**src/rtl/rotation_matrix_to_quaternion_assert.svh**
```systemverilog
// ----------------------------------------------------------------------------
// rotation_matrix_to_quaternion_assert.svh
// Assertion macros shared by the rotation-to-quaternion block.
// ----------------------------------------------------------------------------
`ifndef ROTATION_MATRIX_TO_QUATERNION_ASSERT_SVH
`define ROTATION_MATRIX_TO_QUATERNION_ASSERT_SVH

// same-cycle implication under reset
`define RMQ_ASSERT_NOW(label, clk, rstn, ante, cons, msg) \
    label: assert property (@(posedge clk) disable iff (!rstn) (ante) |-> (cons)) \
        else $error(msg);

// next-cycle implication under reset
`define RMQ_ASSERT_NEXT(label, clk, rstn, ante, cons, msg) \
    label: assert property (@(posedge clk) disable iff (!rstn) (ante) |=> (cons)) \
        else $error(msg);

`endif

```
**src/rtl/rmq_sqrt_pipe.sv**
```systemverilog
// ----------------------------------------------------------------------------
// rmq_sqrt_pipe
// Pipelined integer square root of (rad << SHIFT), one root bit per stage.
// ----------------------------------------------------------------------------
module rmq_sqrt_pipe #(
    parameter int IN_W   = 18,
    parameter int SHIFT  = 16,
    parameter int ROOT_W = 17,
    parameter int SIDE_W = 8
) (
    input  logic              aclk,
    input  logic              aresetn,
    input  logic              en,
    input  logic              in_valid,
    input  logic [IN_W-1:0]   in_rad,
    input  logic [SIDE_W-1:0] in_side,
    output logic              out_valid,
    output logic [ROOT_W-1:0] out_root,
    output logic [SIDE_W-1:0] out_side
);

    localparam int XE  = 2 * ROOT_W;
    localparam int RMW = ROOT_W + 2;

    logic              valid_reg [0:ROOT_W];
    logic [XE-1:0]     x_reg     [0:ROOT_W];
    logic [RMW-1:0]    rem_reg   [0:ROOT_W];
    logic [ROOT_W-1:0] root_reg  [0:ROOT_W];
    logic [SIDE_W-1:0] side_reg  [0:ROOT_W];

    // capture stage
    always_ff @(posedge aclk) begin
        if (!aresetn) begin
            valid_reg[0] <= 1'b0;
        end else if (en) begin
            valid_reg[0] <= in_valid;
        end
    end

    always_ff @(posedge aclk) begin
        if (en) begin
            x_reg[0]    <= XE'(in_rad) << SHIFT;
            rem_reg[0]  <= '0;
            root_reg[0] <= '0;
            side_reg[0] <= in_side;
        end
    end

    // one restoring root step per stage, two radicand bits each
    for (genvar g = 0; g < ROOT_W; g++) begin : g_step
        logic [RMW-1:0]    rem_sh;
        logic [RMW-1:0]    trial;
        logic              ge;
        logic [RMW-1:0]    rem_next;
        logic [ROOT_W-1:0] root_next;

        always_comb begin
            rem_sh    = {rem_reg[g][RMW-3:0], x_reg[g][XE-1-2*g -: 2]};
            trial     = {root_reg[g], 2'b01};
            ge        = (rem_sh >= trial);
            rem_next  = ge ? (rem_sh - trial) : rem_sh;
            root_next = {root_reg[g][ROOT_W-2:0], ge};
        end

        always_ff @(posedge aclk) begin
            if (!aresetn) begin
                valid_reg[g+1] <= 1'b0;
            end else if (en) begin
                valid_reg[g+1] <= valid_reg[g];
            end
        end

        always_ff @(posedge aclk) begin
            if (en) begin
                x_reg[g+1]    <= x_reg[g];
                rem_reg[g+1]  <= rem_next;
                root_reg[g+1] <= root_next;
                side_reg[g+1] <= side_reg[g];
            end
        end
    end

    assign out_valid = valid_reg[ROOT_W];
    assign out_root  = root_reg[ROOT_W];
    assign out_side  = side_reg[ROOT_W];

endmodule

```
**config.mk**
```make
export PLATFORM = sky130hd
export DESIGN_NAME = rmq_sqrt_pipe
export DESIGN_NICKNAME = d
export VERILOG_FILES = /design/src/rtl/rotation_matrix_to_quaternion_assert.svh /design/src/rtl/rmq_sqrt_pipe.sv
export SDC_FILE = /design/constraint.sdc
export NUM_CORES = 1
export LEC_CHECK = 0
export ABC_CLOCK_PERIOD_IN_PS = 3080
export BUFFER_PORTS_ARGS = -buffer_cell sky130_fd_sc_hd__buf_2
export CORE_MARGIN = 5
export CORE_UTILIZATION = 50
export CTS_BUF_LIST = sky130_fd_sc_hd__clkbuf_4 sky130_fd_sc_hd__clkbuf_8 sky130_fd_sc_hd__clkbuf_16
export CTS_CLUSTER_DIAMETER = 100
export DETAILED_ROUTE_END_ITERATION = 8
export GPL_TIMING_DRIVEN = 0
export PLACE_DENSITY = 0.66
export SLEW_MARGIN = 25
export SYNTH_ARGS = -nofsm -noshare
export SYNTH_HDL_FRONTEND = slang
export SYNTH_SLANG_ARGS = --single-unit
```
**constraint.sdc**
```tcl
create_clock -name aclk -period 3.08 [get_ports aclk]
set_clock_uncertainty 0.2 [all_clocks]
set_input_delay 0.616 -clock aclk [delete_from_list [all_inputs] [get_ports aclk]]
set_output_delay 0.616 -clock aclk [all_outputs]
set_load 0.02 [all_outputs]
```
Word-level counts from Yosys, hierarchy flattened:

Memories as Yosys holds them, arrays and structs flattened.
Cells that the tools add are included.

* bitwise operators: 18
* magnitude comparators: 17
* muxes and demuxes: 40
* add/sub/neg operators: 17

Operator list (number)
* $ge 19x19->1: 17
* $mux 19: 17
* $sub 19x19->19: 17
* $mux 1: 23
* $or 1x1->1: 18

* output and inout bits: 26
* bits in writable memories: 1422
* register bits: 0
* input bits: 30
* memories: 5
* logic and storage cells: 97

Memory list
* x_reg: depth 18, width 34, rd ports 17, clocked after Yosys merged registers in 0, wr ports 18, line rmq_sqrt_pipe.sv:26 `logic [XE-1:0] x_reg [0:ROOT_W];`
* rem_reg: depth 18, width 19, rd ports 17, clocked after Yosys merged registers in 0, wr ports 18, line rmq_sqrt_pipe.sv:27 `logic [RMW-1:0] rem_reg [0:ROOT_W];`
* root_reg: depth 18, width 17, rd ports 18, clocked after Yosys merged registers in 0, wr ports 18, line rmq_sqrt_pipe.sv:28 `logic [ROOT_W-1:0] root_reg [0:ROOT_W];`
* side_reg: depth 18, width 8, rd ports 18, clocked after Yosys merged registers in 0, wr ports 18, line rmq_sqrt_pipe.sv:29 `logic [SIDE_W-1:0] side_reg [0:ROOT_W];`
* valid_reg: depth 18, width 1, rd ports 18, clocked after Yosys merged registers in 0, wr ports 18, line rmq_sqrt_pipe.sv:25 `logic valid_reg [0:ROOT_W];`

Depth between registers and ports, before layout:

* depth after elaboration: 4
* mapped depth: 11
* mapped depth without buffers: 10

Worst setup path before layout:

OpenSTA, ideal clock, no wires.

* kind: flip-flop to flip-flop
* from: memory rem_reg[13][6] in the netlist's numbering
* to: memory rem_reg[14][10] in the netlist's numbering, data pin
* cell stages (with the launch flop): 10
* library setup time: 260 ps
* period minus slack after synthesis: 2705 ps
* data arrival time: 2244 ps
* required time: 2620 ps
* path slack: 375 ps
* cell sequence: edfxtp_1 -> ha_1 -> a21o_1 -> a221o_1 -> a21oi_2 -> a31oi_2 -> nor2_4 -> inv_2 -> buf_6 -> mux2_4

RTL lines (line)
* start, declared: rmq_sqrt_pipe.sv:27

==> flow_summary.json <==
{
  "syn_area_sq_mm": 0.0300,
  "clockRootBuffer": "clkbuf_16",
  "syn_area_per_cell_sq_um": 13.6,
  "regArea_sq_mm": 0.0196,
  "async_flop_share_pct": 0,
  "synth_top_flop_cell": "edfxtp_1",
  "min_path_type": "in2reg",
  "die_y_um": 255,
  "cts_tree": "yes",
  "drc": 0,
  "groute.usage.overall_pct": 15.6,
  "wl_per_cell_um": 15.7,
  "clkPwrFrac_pct": 35.9,
  "area_growth_pct": 13.7,
  "max-clock-path-buffers": 3,
  "synth.area.top_cells": "edfxtp_1, ha_1, inv_1",
  "rsz0062_at_grt": "no",
  "grt_pass1_wl_mm": 83.2,
  "firstDrtPassIters": 5,
  "grt_max_degree": 111,
  "n_antenna_cell": 0,
  "synth_cells": 2207,
  "start_util_pct": 50.7,
  "critPathMaxStageDelay_ns": 0.47,
  "ys_ff_latch": 652,
  "synth_edf_count": 651,
  "largest_reg_flops": 247,
  "crit_chain": "ha_1 -> inv_1 -> fa_1 -> nor2b_1 -> o31a_1 -> o31ai_1 -> a21boi_0 -> o21a_1 -> o31ai_1",
  "cts_buffers": 71,
  "drt_iter0_drc": 991,
  "setup_ws_ns": 0.0742,
  "cp.required_ns": 3.19,
  "holdWs_ns": 0.141,
  "drv_slew": 0,
  "cp_common_cell": "o31ai_1",
  "fin_crit_sh_pct": 97.6,
  "cp-end-kind": "flop",
  "place_area_sq_mm": 0.0314,
  "viasPerCell": 5.38,
  "clock_sinks": 652,
  "finalCriticalPeriod_ns": 3.01,
  "antenna_found_initial": 0,
  "post-place-cells": 3041,
  "total_power_mw": 22.8,
  "cap_violations": 0,
  "tightest_slew_ns": 0.781,
  "overflow": 0,
  "synth_top_area_share_pct": 65.1,
  "synth_nets": 2399,
  "status": "finished, final reports clean",
  "switching_power_mw": 5.52,
  "seq_area_frac_synth_pct": 65.2,
  "gp_congestion": 0.841,
  "fp-row-count": 89,
  "p_comb_share_pct": 14.2,
  "antenna_left": 0,
  "worst_path_max_delay_cell": "o31ai_1",
  "dieArea_sq_mm": 0.0650,
  "drive_above_1_share_pct": 11.8,
  "routed_wl_mm": 50.3,
  "setup_viol": 0,
  "switching_share_pct": 24.3,
  "nets": 2564,
  "clk_pin_slew_worst_paths_ns": 0.06,
  "crit_path_start_kind": "flop",
  "p_leak_nw": 13.2,
  "maxSlewHeadroom_pct": 47.9,
  "port_buffers": 55,
  "finalHoldViolCount": 0,
  "critPathMaxFanout": 4,
  "cp_num_buf_inv": 1,
  "fp.dieW_um": 255,
  "htree_levels": 3,
  "dp_hpwl_mm": 34.5,
  "via_count": 17190,
  "fill_cells": 4673,
  "p_seq_share_pct": 49.9,
  "finalNonFillerCells": 3198,
  "ys_warn_count": 0,
  "cp.arrival_ns": 3.12,
  "cp_top_family": "compound AO/OA/AOI/OAI gates",
  "multi_input_area_sq_mm": 0.00968,
  "ios": 56,
  "fmax_mhz": 333,
  "p_per_area_mw_per_mm2": 667,
  "synth_top_cell_by_area": "edfxtp_1",
  "clk-insertion-delay-late_ns": 0.59,
  "internal_power_mw": 17.2,
  "core_area_sq_mm": 0.0592,
  "final_cell_area_sq_mm": 0.0341,
  "dp_slack_ns": -0.287,
  "synth_cell_types": 90,
  "grt_pass1_vias": 16940,
  "max-vdd-ir-drop_uv": 600,
  "worstSetupPathType": "reg2reg"
}
[repair_timing]
item / 4_1_cts / 5_1_grt
setup buffers: 0 / 6
endpoints found under the setup margin: 25 / 58
hold buffers: 26 / 0
hold endpoints to repair: 26 / 0
gates cloned: 0 / 0
resized for setup: 5 / 23
pin swaps: 1 / 7
[power groups by stage]
stage	logic, mW	registers, mW	clock network, mW
after floorplan	2.35	11.4	0
after global placement	3.03	11.7	0
after detailed placement	3.15	11.5	0
after CTS	3.21	11.4	8.49
after global routing	3.63	11.4	8.87
final	3.23	11.3	8.18
[Yosys cell counts (21+ instances only)]
library cell    n
nor2_1        146
or3_1          21
nand2_1        96
nor4_1         23
edfxtp_1      651
xor2_1         74
ha_1          155
xnor2_1        71
nor3_1         49
a21oi_1       118
nand2b_1       26
nor2b_1        22
mux2_2         30
a211oi_1       24
a21o_1         40
nand3_1        33
o21a_1         43
inv_1         196
and3_1         29
o21ai_0        98
[logic make-up after synthesis]
| family | synth area share [%] |
|---|---|
| AOI/OAI and AO/OA | 9.42 |
| and+or+nand+nor | 9.27 |
| muxes | 1.94 |
| xor gates and xnor gates | 4.28 |
| adders and majority gates | 6.93 |
| other | 0.0125 |
| buffers and inverters | 2.96 |
| DFF | 65.2 |
[worst register-to-register path, stage by stage, from the launching register on]
cell,delay [ns]
edfxtp_1,0.44
ha_1,0.27
inv_1,0.08
fa_1,0.20
nor2b_1,0.07
o31a_1,0.27
o31ai_1,0.35
a21boi_0,0.19
o21a_1,0.20
o31ai_1,0.47
[through the flow]
stage          setup TNS, ns  util, %
2_1_floorplan              0        -
3_3_place_gp        -5340.93     52.8
3_5_place_dp           -2.89     53.1
4_1_cts                    0     57.4
5_1_grt                    0     57.6
6_report                   0     57.6
[cell type report]
class	instances	share of cell area [%]
flip-flops and latches	652	57.3
repair buffers	93	2.21
clock buffers	82	5.45
well taps	773	2.83
clock inverters	44	1.20
multi-input cells	1328	28.4
plain buffers	27	0.414
inverters	199	2.20
[routing by layer]
metal  vias up  GRT usage, %  part of all wire, %
met3       107          3.01                  4.8
met2       361          24.7                   46
met5         -             0                    0
li1       8586             -                    -
met4         0          6.26                  3.1
met1      8136          21.4                   46
[path summary, 6_finish.rpt]
path | from | end | slack [ns] | cells after the start
max | rem_reg[11][0] | rem_reg[12][12] | 0.07 | 9
min | in_valid | valid_reg[0] | 0.14 | 2
max reg2reg | rem_reg[11][0] | rem_reg[12][12] | 0.07 | 9
min reg2reg | side_reg[5][3] | side_reg[6][3] | 0.20 | 0
[placed cells by master, fill, tap and decap left out, types with 7 or more instances in the layout]
cell type      instances
edfxtp_1             651
inv_1                196
ha_1                 154
nor2_1               146
a21oi_1              116
o21ai_0               96
nand2_1               96
xor2_1                74
xnor2_1               71
clkbuf_16             71
buf_2                 65
nor3_1                49
o21a_1                43
a21o_1                40
nand3_1               33
mux2_2                30
and3_1                29
nand2b_1              26
dlygate4sd3_1         26
nor2b_1               22
nor4_1                22
or3_1                 21
clkinv_1              20
a211oi_1              19
o31ai_1               19
and2_1                14
nand4_1               14
clkbuf_4              12
o31a_1                11
mux2_4                11
a31oi_1               10
or2_2                  9
buf_4                  9
clkinv_2               9
clkbuf_1               8
mux2i_1                8
or4_1                  7
fa_1                   7
bufinv_16              7
Power figures use the tool's default switching activity.
